<file path="config.mk">
export PLATFORM = sky130hd
export DESIGN_NAME = order_constraint_transitive_closure
export DESIGN_NICKNAME = d
export VERILOG_FILES = /design/src/rtl/oct_pkg.sv /design/src/rtl/oct_ram.sv /design/src/rtl/oct_ctrl.sv /design/src/rtl/order_constraint_transitive_closure.sv
export SDC_FILE = /design/constraint.sdc
export NUM_CORES = 2
export LEC_CHECK = 0
export BUFFER_PORTS_ARGS = -buffer_cell sky130_fd_sc_hd__buf_2
export CAP_MARGIN = 20
export CORE_AREA = 4 4 379 381
export CTS_BUF_LIST = sky130_fd_sc_hd__clkbuf_2
export DETAILED_ROUTE_END_ITERATION = 10
export DIE_AREA = 0 0 383 385
export PLACE_DENSITY = 0.45
export SYNTH_ARGS = -nofsm -noshare
export SYNTH_HDL_FRONTEND = slang
export SYNTH_SLANG_ARGS = --single-unit
</file>
<file path="constraint.sdc">
create_clock -name clk -period 5.8 [get_ports clk]
set_input_delay 0.87 -clock clk [delete_from_list [all_inputs] [get_ports clk]]
set_output_delay 0.87 -clock clk [all_outputs]
set_load 0.05 [all_outputs]
</file>
<file path="src/rtl/oct_pkg.sv">
`timescale 1ns / 1ps
// Shared types and constants of the order-constraint transitive closure block.
package oct_pkg;

    localparam int NODE_W    = 5;
    localparam int CNT_W     = 6;
    localparam int ROW_LIMIT = 32;
    localparam int OUT_W     = 32;

    localparam logic [CNT_W-1:0] NODE_COUNT_RST = 6'd32;

    typedef enum logic [2:0] {
        ST_LOAD,
        ST_PIVOT,
        ST_SWEEP,
        ST_EMIT,
        ST_EMIT_WAIT
    } oct_state_t;

    // What a memory read was issued for; travels with the read to its data.
    typedef enum logic [2:0] {
        TAG_NONE,
        TAG_ARC,
        TAG_PIVOT,
        TAG_SWEEP,
        TAG_EMIT
    } oct_tag_t;

    typedef struct packed {
        logic              in_ready;
        oct_tag_t          tag;
        logic [NODE_W-1:0] addr;
        logic              clear_all;
    } oct_cmd_t;

endpackage

</file>
<file path="src/rtl/oct_ram.sv">
`timescale 1ns / 1ps
// Generic single-write, single-read RAM with registered read data.
module oct_ram #(
    parameter int WIDTH = 32,
    parameter int DEPTH = 32
) (
    input  logic                     clk,
    input  logic                     we,
    input  logic [$clog2(DEPTH)-1:0] waddr,
    input  logic [WIDTH-1:0]         wdata,
    input  logic [$clog2(DEPTH)-1:0] raddr,
    output logic [WIDTH-1:0]         rdata
);

    logic [WIDTH-1:0] mem [DEPTH];

    always_ff @(posedge clk)
    begin
        if (we)
        begin
            mem[waddr] <= wdata;
        end
        rdata <= mem[raddr];
    end

endmodule

</file>
<file path="src/rtl/oct_ctrl.sv">
`timescale 1ns / 1ps
// Sequencer: arc loading, Warshall pivot/sweep passes and row emission.
module oct_ctrl (
    input  logic                      clk,
    input  logic                      rst_n,
    input  logic                      in_valid,
    input  logic                      has_arc,
    input  logic                      arc_ok,
    input  logic                      last_arc,
    input  logic [oct_pkg::NODE_W-1:0] from_node,
    input  logic [oct_pkg::NODE_W-1:0] nlast,
    input  logic                      out_busy,
    output oct_pkg::oct_cmd_t         cmd
);

    oct_pkg::oct_state_t state_reg, state_next;
    logic [oct_pkg::NODE_W-1:0] k_reg, k_next;
    logic [oct_pkg::NODE_W-1:0] i_reg, i_next;
    logic in_fire;

    assign in_fire = in_valid && (state_reg == oct_pkg::ST_LOAD);

    always_ff @(posedge clk or negedge rst_n)
    begin
        if (!rst_n)
        begin
            state_reg <= oct_pkg::ST_LOAD;
            k_reg     <= '0;
            i_reg     <= '0;
        end
        else
        begin
            state_reg <= state_next;
            k_reg     <= k_next;
            i_reg     <= i_next;
        end
    end

    // Next state
    always_comb
    begin
        state_next = state_reg;
        k_next     = k_reg;
        i_next     = i_reg;
        case (state_reg)
            oct_pkg::ST_LOAD:
            begin
                if (in_fire && last_arc)
                begin
                    state_next = oct_pkg::ST_PIVOT;
                    k_next     = '0;
                end
            end
            oct_pkg::ST_PIVOT:
            begin
                state_next = oct_pkg::ST_SWEEP;
                i_next     = '0;
            end
            oct_pkg::ST_SWEEP:
            begin
                i_next = i_reg + 1'b1;
                if (i_reg == nlast)
                begin
                    if (k_reg == nlast)
                    begin
                        state_next = oct_pkg::ST_EMIT;
                        i_next     = '0;
                    end
                    else
                    begin
                        state_next = oct_pkg::ST_PIVOT;
                        k_next     = k_reg + 1'b1;
                    end
                end
            end
            oct_pkg::ST_EMIT:
            begin
                if (!out_busy)
                begin
                    state_next = oct_pkg::ST_EMIT_WAIT;
                end
            end
            oct_pkg::ST_EMIT_WAIT:
            begin
                if (i_reg == nlast)
                begin
                    state_next = oct_pkg::ST_LOAD;
                end
                else
                begin
                    state_next = oct_pkg::ST_EMIT;
                    i_next     = i_reg + 1'b1;
                end
            end
            default:
            begin
                state_next = oct_pkg::ST_LOAD;
            end
        endcase
    end

    // Outputs
    always_comb
    begin
        cmd           = '0;
        cmd.tag       = oct_pkg::TAG_NONE;
        cmd.in_ready  = (state_reg == oct_pkg::ST_LOAD);
        case (state_reg)
            oct_pkg::ST_LOAD:
            begin
                if (in_fire && has_arc && arc_ok)
                begin
                    cmd.tag  = oct_pkg::TAG_ARC;
                    cmd.addr = from_node;
                end
            end
            oct_pkg::ST_PIVOT:
            begin
                cmd.tag  = oct_pkg::TAG_PIVOT;
                cmd.addr = k_reg;
            end
            oct_pkg::ST_SWEEP:
            begin
                cmd.tag  = oct_pkg::TAG_SWEEP;
                cmd.addr = i_reg;
            end
            oct_pkg::ST_EMIT:
            begin
                if (!out_busy)
                begin
                    cmd.tag  = oct_pkg::TAG_EMIT;
                    cmd.addr = i_reg;
                end
            end
            oct_pkg::ST_EMIT_WAIT:
            begin
                cmd.clear_all = (i_reg == nlast);
            end
            default:
            begin
                cmd.in_ready = 1'b0;
            end
        endcase
    end

endmodule

</file>
<file path="src/rtl/order_constraint_transitive_closure.sv">
`timescale 1ns / 1ps
// Arc requests are taken one per cycle while the block is loading; the closure starts
// after the last request. Closure for n nodes in use: n pivot passes, each one pivot
// read followed by one read-modify-write per row. Rows then leave in index order while
// the output is taken.
// Reset (rst_n, async, active low): node_count back to 32, row valid bits cleared so
// every row reads as zero; no memory clearing pass is needed.
module order_constraint_transitive_closure #(
    parameter int MAX_NODES = 32
) (
    input  logic                        clk,
    input  logic                        rst_n,
    // configuration write channel
    input  logic                        cfg_valid,
    output logic                        cfg_ready,
    input  logic [oct_pkg::CNT_W-1:0]   node_count,
    // arc request channel
    input  logic                        in_valid,
    output logic                        in_ready,
    input  logic                        has_arc,
    input  logic [oct_pkg::NODE_W-1:0]  from_node,
    input  logic [oct_pkg::NODE_W-1:0]  to_node,
    input  logic                        last_arc,
    // reachability row channel
    output logic                        out_valid,
    input  logic                        out_ready,
    output logic [oct_pkg::NODE_W-1:0]  row_index,
    output logic [oct_pkg::OUT_W-1:0]   row_bits,
    output logic                        last_row
);

    // Rows never exceed the output width, so the matrix is ROW_W by ROW_W.
    localparam int ROW_W = (MAX_NODES < oct_pkg::ROW_LIMIT) ? MAX_NODES : oct_pkg::ROW_LIMIT;
    localparam int AW    = $clog2(ROW_W);

    oct_pkg::oct_cmd_t cmd;

    logic [oct_pkg::CNT_W-1:0]  node_count_reg;
    logic [oct_pkg::NODE_W-1:0] nlast_cur;
    logic [oct_pkg::NODE_W-1:0] nlast_reg;
    logic                       arc_ok;
    logic                       in_fire;
    logic                       out_busy;

    // read side, registered in the cycle after the request
    oct_pkg::oct_tag_t          rd_tag_reg;
    logic [oct_pkg::NODE_W-1:0] rd_addr_reg;
    logic                       rd_valid_reg;
    logic [oct_pkg::NODE_W-1:0] to_reg;
    logic [ROW_W-1:0]           ram_rdata;

    // copy of the write that lands on the same edge as a read
    logic                       fwd_en_reg;
    logic [oct_pkg::NODE_W-1:0] fwd_addr_reg;
    logic [ROW_W-1:0]           fwd_data_reg;

    logic [ROW_W-1:0]           valid_reg;
    logic [ROW_W-1:0]           pivot_reg;
    logic [AW-1:0]              pivot_k_reg;

    logic                       out_valid_reg;
    logic [oct_pkg::NODE_W-1:0] out_index_reg;
    logic [oct_pkg::OUT_W-1:0]  out_bits_reg;
    logic                       out_last_reg;

    logic [ROW_W-1:0]           base_row;
    logic [ROW_W-1:0]           masked_row;
    logic [ROW_W-1:0]           sweep_row;
    logic [ROW_W-1:0]           to_onehot;
    logic [ROW_W-1:0]           colmask;
    logic                       fwd_hit;

    logic                       wr_en;
    logic [oct_pkg::NODE_W-1:0] wr_addr;
    logic [ROW_W-1:0]           wr_data;

    assign cfg_ready = 1'b1;
    assign in_ready  = cmd.in_ready;
    assign in_fire   = in_valid && cmd.in_ready;
    assign out_busy  = out_valid_reg && !out_ready;

    // Effective last node index: a count of zero acts as one, saturate at ROW_W.
    always_comb
    begin
        if (node_count_reg == '0)
        begin
            nlast_cur = '0;
        end
        else if (node_count_reg > oct_pkg::CNT_W'(ROW_W))
        begin
            nlast_cur = oct_pkg::NODE_W'(ROW_W - 1);
        end
        else
        begin
            nlast_cur = oct_pkg::NODE_W'(node_count_reg - 1'b1);
        end
    end

    // Drop arcs that name a node outside the count in force.
    assign arc_ok = (from_node <= nlast_cur) && (to_node <= nlast_cur);

    oct_ctrl u_ctrl (
        .clk       (clk),
        .rst_n     (rst_n),
        .in_valid  (in_valid),
        .has_arc   (has_arc),
        .arc_ok    (arc_ok),
        .last_arc  (last_arc),
        .from_node (from_node),
        .nlast     (nlast_reg),
        .out_busy  (out_busy),
        .cmd       (cmd)
    );

    oct_ram #(
        .WIDTH (ROW_W),
        .DEPTH (ROW_W)
    ) u_ram (
        .clk   (clk),
        .we    (wr_en),
        .waddr (wr_addr[AW-1:0]),
        .wdata (wr_data),
        .raddr (cmd.addr[AW-1:0]),
        .rdata (ram_rdata)
    );

    // Column mask and target bit, one compare per column.
    always_comb
    begin
        for (int j = 0; j < ROW_W; j++)
        begin
            colmask[j]   = (oct_pkg::NODE_W'(j) <= nlast_reg);
            to_onehot[j] = (to_reg == oct_pkg::NODE_W'(j));
        end
    end

    // Returned row: take the write that hit this row on the read edge, else the
    // RAM, and treat a row not written since the last clear as zero.
    assign fwd_hit    = fwd_en_reg && (fwd_addr_reg == rd_addr_reg);
    assign base_row   = fwd_hit ? fwd_data_reg : (rd_valid_reg ? ram_rdata : '0);
    assign masked_row = base_row & colmask;
    // Warshall step: if row i reaches pivot k, it reaches all that k reaches.
    assign sweep_row  = masked_row | (masked_row[pivot_k_reg] ? pivot_reg : '0);

    // Write back the modified row in the cycle after its read.
    always_comb
    begin
        wr_en   = 1'b0;
        wr_addr = rd_addr_reg;
        wr_data = sweep_row;
        case (rd_tag_reg)
            oct_pkg::TAG_ARC:
            begin
                wr_en   = 1'b1;
                wr_data = base_row | to_onehot;
            end
            oct_pkg::TAG_SWEEP:
            begin
                wr_en = 1'b1;
            end
            default:
            begin
                wr_en = 1'b0;
            end
        endcase
    end

    // Control state
    always_ff @(posedge clk or negedge rst_n)
    begin
        if (!rst_n)
        begin
            node_count_reg <= oct_pkg::NODE_COUNT_RST;
            nlast_reg      <= '0;
            rd_tag_reg     <= oct_pkg::TAG_NONE;
            fwd_en_reg     <= 1'b0;
            valid_reg      <= '0;
            out_valid_reg  <= 1'b0;
        end
        else
        begin
            if (cfg_valid && cfg_ready)
            begin
                node_count_reg <= node_count;
            end
            // Hold the count in force at the closing request for the whole closure.
            if (in_fire && last_arc)
            begin
                nlast_reg <= nlast_cur;
            end
            rd_tag_reg <= cmd.tag;
            fwd_en_reg <= wr_en;
            if (cmd.clear_all)
            begin
                valid_reg <= '0;
            end
            else if (wr_en)
            begin
                valid_reg[wr_addr[AW-1:0]] <= 1'b1;
            end
            if (rd_tag_reg == oct_pkg::TAG_EMIT)
            begin
                out_valid_reg <= 1'b1;
            end
            else if (out_ready)
            begin
                out_valid_reg <= 1'b0;
            end
        end
    end

    // Payload
    always_ff @(posedge clk)
    begin
        rd_addr_reg  <= cmd.addr;
        rd_valid_reg <= valid_reg[cmd.addr[AW-1:0]];
        fwd_addr_reg <= wr_addr;
        fwd_data_reg <= wr_data;
        if (in_fire)
        begin
            to_reg <= to_node;
        end
        if (rd_tag_reg == oct_pkg::TAG_PIVOT)
        begin
            pivot_reg   <= masked_row;
            pivot_k_reg <= rd_addr_reg[AW-1:0];
        end
        if (rd_tag_reg == oct_pkg::TAG_EMIT)
        begin
            out_index_reg <= rd_addr_reg;
            out_bits_reg  <= oct_pkg::OUT_W'(masked_row);
            out_last_reg  <= (rd_addr_reg == nlast_reg);
        end
    end

    assign out_valid = out_valid_reg;
    assign row_index = out_index_reg;
    assign row_bits  = out_bits_reg;
    assign last_row  = out_last_reg;

endmodule

</file>
# Word level (Yosys, flattened, before mapping)
# Memory sizes are Yosys's and may differ from the RTL's. A register that Yosys moved wholly into a read port is not among the register bits.
# Index checks and enable logic that the tools add are counted.
# op_classes
addsub	3
magnitude_cmp	39
n_bitwise	4
reduce_logical	22
n_eq_ne	48
muxes	38
# op_table
cell	n
$mux 32	6
$or 32x32->32	3
$eq 5x5->1 const B	16
$le 5x5->1 const A	16
$eq 5x4->1 const B	8
$le 4x5->1 const A	8
$mux 5	8
$and 32x32->32	1
$pmux 8 s4	1
$eq 5x3->1 const B	4
$eq 5x5->1	4
$le 3x5->1 const A	4
$lt 5x6->1 const B	3
$pmux 3 s5	1
$pmux 5 s3	1
$eq 3x2->1 const B	4
$add 5x1->5 const B	2
$bmux 1 s5	2
$eq 5x2->1 const B	2
$le 1x5->1 const A	2
$le 2x5->1 const A	2
$le 5x5->1	2
$logic_and 1x1->1	10
$mux 1	10
other kinds (24)	34
# totals
n_memories	1
word_cells	174
out_inout_bits	41
input_bits	23
ramBits	1024
regBits	184
# mem_list
memory	words	word_bits	rd	rd_ports_with_merged_regs	write_ports	line_no	source
u_ram.mem	32	32	1	1	1	oct_ram.sv:15	logic [WIDTH-1:0] mem [DEPTH];

# Logic depth before layout (Yosys ltp)
# depth
depth_word	10
mapped_depth	20

# Hierarchy
# Synthesis repeated with hierarchy kept, for this count alone.
# unflattened
cells_unflattened	3166
area_unflattened_um2	49981.7
# by_module_without_submodules
mod	seq_area_each_um2	cells_each	n_inst	area_each_um2
oct_ram	31390.1	2260	1	40491.3
order_constraint_transitive_closure	4465.5	789	1	8498.2
oct_ctrl	325.3	117	1	992.2

# Worst setup path after synthesis
# OpenSTA, ideal clock, no wires.
# synth_path
path_kind	register to register
start	register rd_addr_reg[2] (netlist bit)
end	memory u_ram.mem[0][11] (data pin)
arrival_ps	3751
slack_ps	1576
n_path_buf	3
synth_period_minus_slack_ps	4224
stages_incl_launch_ff	13
path_cell_list	dfxtp_1 > buf_2 > xnor2_2 > and4_4 > buf_6 > nand2_2 > buf_2 > or3_1 > a311oi_2 > a2111oi_4 > a31oi_4 > o21ai_0 > a21boi_0
# synth_between
elab_chain_len	9
elab_cells_between_ends	10
cone_classes	eq/ne (1); mux (5); bitwise (3); reduce/logical (1)
# synth_rtl
element	line_no	source
from (decl)	order_constraint_transitive_closure.sv:47	logic [oct_pkg::NODE_W-1:0] rd_addr_reg;
from (signal assigned)	order_constraint_transitive_closure.sv:215	rd_addr_reg <= cmd.addr;
$eq 5x5->1 *	order_constraint_transitive_closure.sv:139	assign fwd_hit = fwd_en_reg && (fwd_addr_reg == rd_addr_reg);
$logic_and 1x1->1 *	order_constraint_transitive_closure.sv:139	
$mux 32 *	order_constraint_transitive_closure.sv:140	assign base_row = fwd_hit ? fwd_data_reg : (rd_valid_reg ? ram_rdata : '0);
$and 32x32->32	order_constraint_transitive_closure.sv:141	assign masked_row = base_row & colmask;
$bmux 1 s5	order_constraint_transitive_closure.sv:143	assign sweep_row = masked_row | (masked_row[pivot_k_reg] ? pivot_reg : '0);
$mux 1 (not written as such)	order_constraint_transitive_closure.sv:143	
$mux 32	order_constraint_transitive_closure.sv:143	
$or 32x32->32	order_constraint_transitive_closure.sv:143	
$mux 32 *	order_constraint_transitive_closure.sv:151	case (rd_tag_reg)
named net u_ram.wdata[11]	oct_ram.sv:10	input logic [WIDTH-1:0] wdata,
to (decl)	oct_ram.sv:15	
# The timed path passes the listed nets; every way through them passes the cells marked *. The select of a mux whose other input is x is not followed.

# Final worst setup path
# layout_path
start	register node_count_reg[3] (netlist bit)
end	register u_ram.rdata[24] (read register of u_ram.mem)
# layout_between
elab_chain_len	8
elab_cells_between_ends	11
cone_classes	add/sub (1); order compare (3); mux (4); reduce/logical (3)
# layout_rtl
element	line_no	source
from (decl)	order_constraint_transitive_closure.sv:38	logic [oct_pkg::CNT_W-1:0] node_count_reg;
from (signal assigned)	order_constraint_transitive_closure.sv:173	node_count_reg <= oct_pkg::NODE_COUNT_RST;
from (signal assigned)	order_constraint_transitive_closure.sv:184	node_count_reg <= node_count;
$sub 5x1->5 or $gt 6x6->1 (tied branches)	order_constraint_transitive_closure.sv:95, order_constraint_transitive_closure.sv:89	
$mux 5	order_constraint_transitive_closure.sv:89	else if (node_count_reg > oct_pkg::CNT_W'(ROW_W))
$mux 5 *	order_constraint_transitive_closure.sv:85	if (node_count_reg == '0)
$le 5x5->1	order_constraint_transitive_closure.sv:100	assign arc_ok = (from_node <= nlast_cur) && (to_node <= nlast_cur);
$logic_and 1x1->1 *	order_constraint_transitive_closure.sv:100	
$logic_and 1x1->1 *	oct_ctrl.sv:111	if (in_fire && has_arc && arc_ok)
$mux 6 *	oct_ctrl.sv:111	
$pmux 8 s4 *	oct_ctrl.sv:108	case (state_reg)
to (decl)	oct_ram.sv:12	output logic [WIDTH-1:0] rdata
# Every way passes the cells marked *; elsewhere a longest branch is shown, timed or not.
# A chain may end at the register's enable or synchronous reset.

==> results.md <==
* Status: completed
* Worst-margin pin slew at 1.13 ns
* Max Freq at ~200 MHz
* Cells after Synth at 3299
* Die Y at 385 microns
* Vias in the first global route at 31860
* Synth async-reset ratio at 0.0492
* Logic pwr share at 0.318
* Critical Path Fanout Max at 99
* Crit path kind: flip-flop to flip-flop
* CP endpoint kind: flip-flop
* Worst-Skew Late Latency at 1.61 ns
* DRT iter0 DRCs at between 2000 and 3000
* Post-Syn Nets at 3336
* Skew final at 0.121 ns
* Final design utilization at 0.397
* Final setup fails at 0
* Global route overflow at 0
* Type of the most critical hold path: input port to flip-flop
* Net Sw Frac at 0.385
* Mapped cell area at 48900 sq um
* Post-synth EDFFs at 1104
* DRC at 0
* Crit start category: flip-flop
* Final Hold Viols at 0
* Register area share after synthesis at 0.741
* Commonest non-fill, non-tap cells in the layout: edfxtp_1 (1104), nand2_1 (604), clkbuf_2 (498)
* Fin. max-slew vios at 0
* I/O Pins at 64
* CTS max path bufs at 4
* Final WS setup at 0.699 ns
* Fin crit share at 0.879
* Setup TNS at 0 ns
* YS warnings at 0
* Final instance count without filler cells at 5819
* Placed cell count at 5183
* DP HPWL at 89900 microns
* Setup slack at placement at 0.772 ns
* Worst vdd ir at about 0.44 mV
* Hold-fix buffer count after cts at 43
* FF+latch count, synth at 1240
* Fill cell count at 13303
* Slew headroom at 0.248
* Initial antenna violation count at 9
* Fin nets at 3718
* H-tree levels at 5
* Die Wd at 383 microns
* P&R area growth vs syn at 14.1%
* Final wirelength at approximately 150000 microns
* Core ar. at around 140000 sq um
* Top_reg_cell synth: edfxtp_1
* Clock power share at 0.209
* Pint at between 15000 and 20000 uW
* CTS-repair resized insts at 0
* Most common cell after layout, fill and taps aside: edfxtp_1
* LEAKAGE at 0.0189 uW
* Root buf cell: clkbuf_2
* Layout cell share with drive strength beyond 1 at 0.211
* RSZ-0062 raised after global routing: false
* DR WL/cell at 26.4 microns
* CP Data Required Time at between 7 and 8 ns
* Final GP Congestion at roughly 0.88
* Footprint of the multi-input gates at approximately 12000 sq um
* Number of vias per cell at 5.36
* CTS tree: yes
* Via count at 31164
* R2R cell count at 16
* Count of input and output buffers at 62
* Largest net degree at the start of global routing at 100
* Max reg flops at 1024
* Reg area at 36200 sq um
* Crit path DAT at 6.59 ns
* Drt first pass iters at 5
* Num Clock Sinks at 1240
* Die ar. at 147000 sq um
* Syn avg cell area at 14.8 sq um
* Sequential Power Share at 0.472
* All-Layer GR Usage at 0.208
* Final Hold Slack at 0.281 ns
* Hold Path Depth at 8
* Postcts setup bufs at 0
* Initial core utilization at 0.348
* # rows at 138
* Num CTS Buffers at 341
* Post-layout min period at around 5 ns
* Max-cap violations at 0
* Post-synthesis cell type count at 81
* Switching power total at roughly 11000 uW
* Biggest register: u_ram.mem
* PwrDens at 516 nW/um^2
* First-pass GRT wire length at 222000 microns
* Post-route antenna net violation count at 0
* Clock transition at path regs at 0.11 ns
==> worst paths after layout <==
path	startpoint	to	slack (ns)
hold reg to reg	valid_reg[22]	valid_reg[22]	0.49
setup reg to reg	node_count_reg[3]	u_ram.rdata[24]	0.70
min in group asynchronous	rst_n	node_count_reg[3]	0.53
hold / removal	from_node[2]	u_ram.rdata[21]	0.28
setup / recovery	node_count_reg[3]	u_ram.rdata[24]	0.70
max in group asynchronous	rst_n	valid_reg[16]	4.54
==> per-stage QoR <==
| stage | power [uW] | instance area [sq um] |
|---|---|---|
| finish | 28800 | 55800 |
| global route | 30400 | 55800 |
| CTS | 29100 | 55700 |
| detailed placement | 22900 | 52300 |
| global placement | 22700 | 52200 |
| floorplan | 18600 | 48900 |
==> per-layer routing <==
| metal | part of all wire | track usage | vias up |
|---|---|---|---|
| li1 | - | - | 13731 |
| met1 | 0.43 | 0.270 | 16042 |
| met2 | 0.49 | 0.347 | 1180 |
| met3 | 0.062 | 0.0414 | 211 |
| met4 | 0.024 | 0.0722 | 0 |
| met5 | 0 | 0 | - |
==> layout make-up <==
cell class | count | share of cell area
Antenna cell | 3 | 0.000135
Clock buffer | 498 | 0.0447
Clock inverter | 90 | 0.00835
Inverter | 24 | 0.00193
Multi-Input combinational cell | 1835 | 0.218
Sequential cell | 1240 | 0.649
Tap cell | 1890 | 0.0424
Timing Repair Buffer | 239 | 0.0356
==> cells by family after synthesis <==
logic type / count (synthesis) / synth area share
flops: 1240 / 0.741
simple gates: 986 / 0.0876
compound gates: 532 / 0.0843
mux: 277 / 0.0572
buf+inv: 224 / 0.0215
xor+xnor: 25 / 0.00525
fa+ha+maj: 14 / 0.00359
other cells: 1 / 0.0000768
==> power by group through the flow <==
stage | Clock (uW) | Sequential (uW) | Combinational [uW]
final | 6020 | 13600 | 9160
after global routing | 6790 | 13600 | 9950
after CTS | 6280 | 13600 | 9220
after detailed placement | 0 | 13800 | 9170
after global placement | 0 | 13800 | 8950
after floorplan | 0 | 13700 | 4930
==> synth_stat cells, drive strengths merged (13+ instances only) <==
master | instances | share of area
a22oi | 17 | 0.0026
buf | 81 | 0.011
xnor2 | 16 | 0.0036
a21oi | 65 | 0.0067
and2 | 14 | 0.0018
nand2b | 13 | 0.0017
o21a | 38 | 0.0058
nor3 | 22 | 0.0024
inv | 24 | 0.0018
ha | 14 | 0.0036
nand3 | 39 | 0.0040
dfxtp | 75 | 0.031
mux2i | 270 | 0.055
nand2 | 605 | 0.047
a32oi | 273 | 0.049
nor2 | 154 | 0.012
dfrtp | 60 | 0.031
nand4 | 76 | 0.0097
o21ai | 59 | 0.0060
clkbuf | 119 | 0.0091
o211ai | 15 | 0.0023
edfxtp | 1104 | 0.68
==> critical path: stages, from the launching register on <==
cell and delay [ns]:
dfrtp_1 0.42, nor2_1 0.21, nand3b_1 0.17, nor2_1 0.20
o21a_1 0.21, ha_1 0.25, and4_1 0.21, a221o_1 0.41
a211o_1 0.35, o31a_2 0.42, buf_12 0.25, nand2b_1 0.38
nor2_4 0.04, buf_4 0.34, a32oi_1 0.41, nand4_1 0.40
nor2_1 0.18
Power figures use the tool's default switching activity.
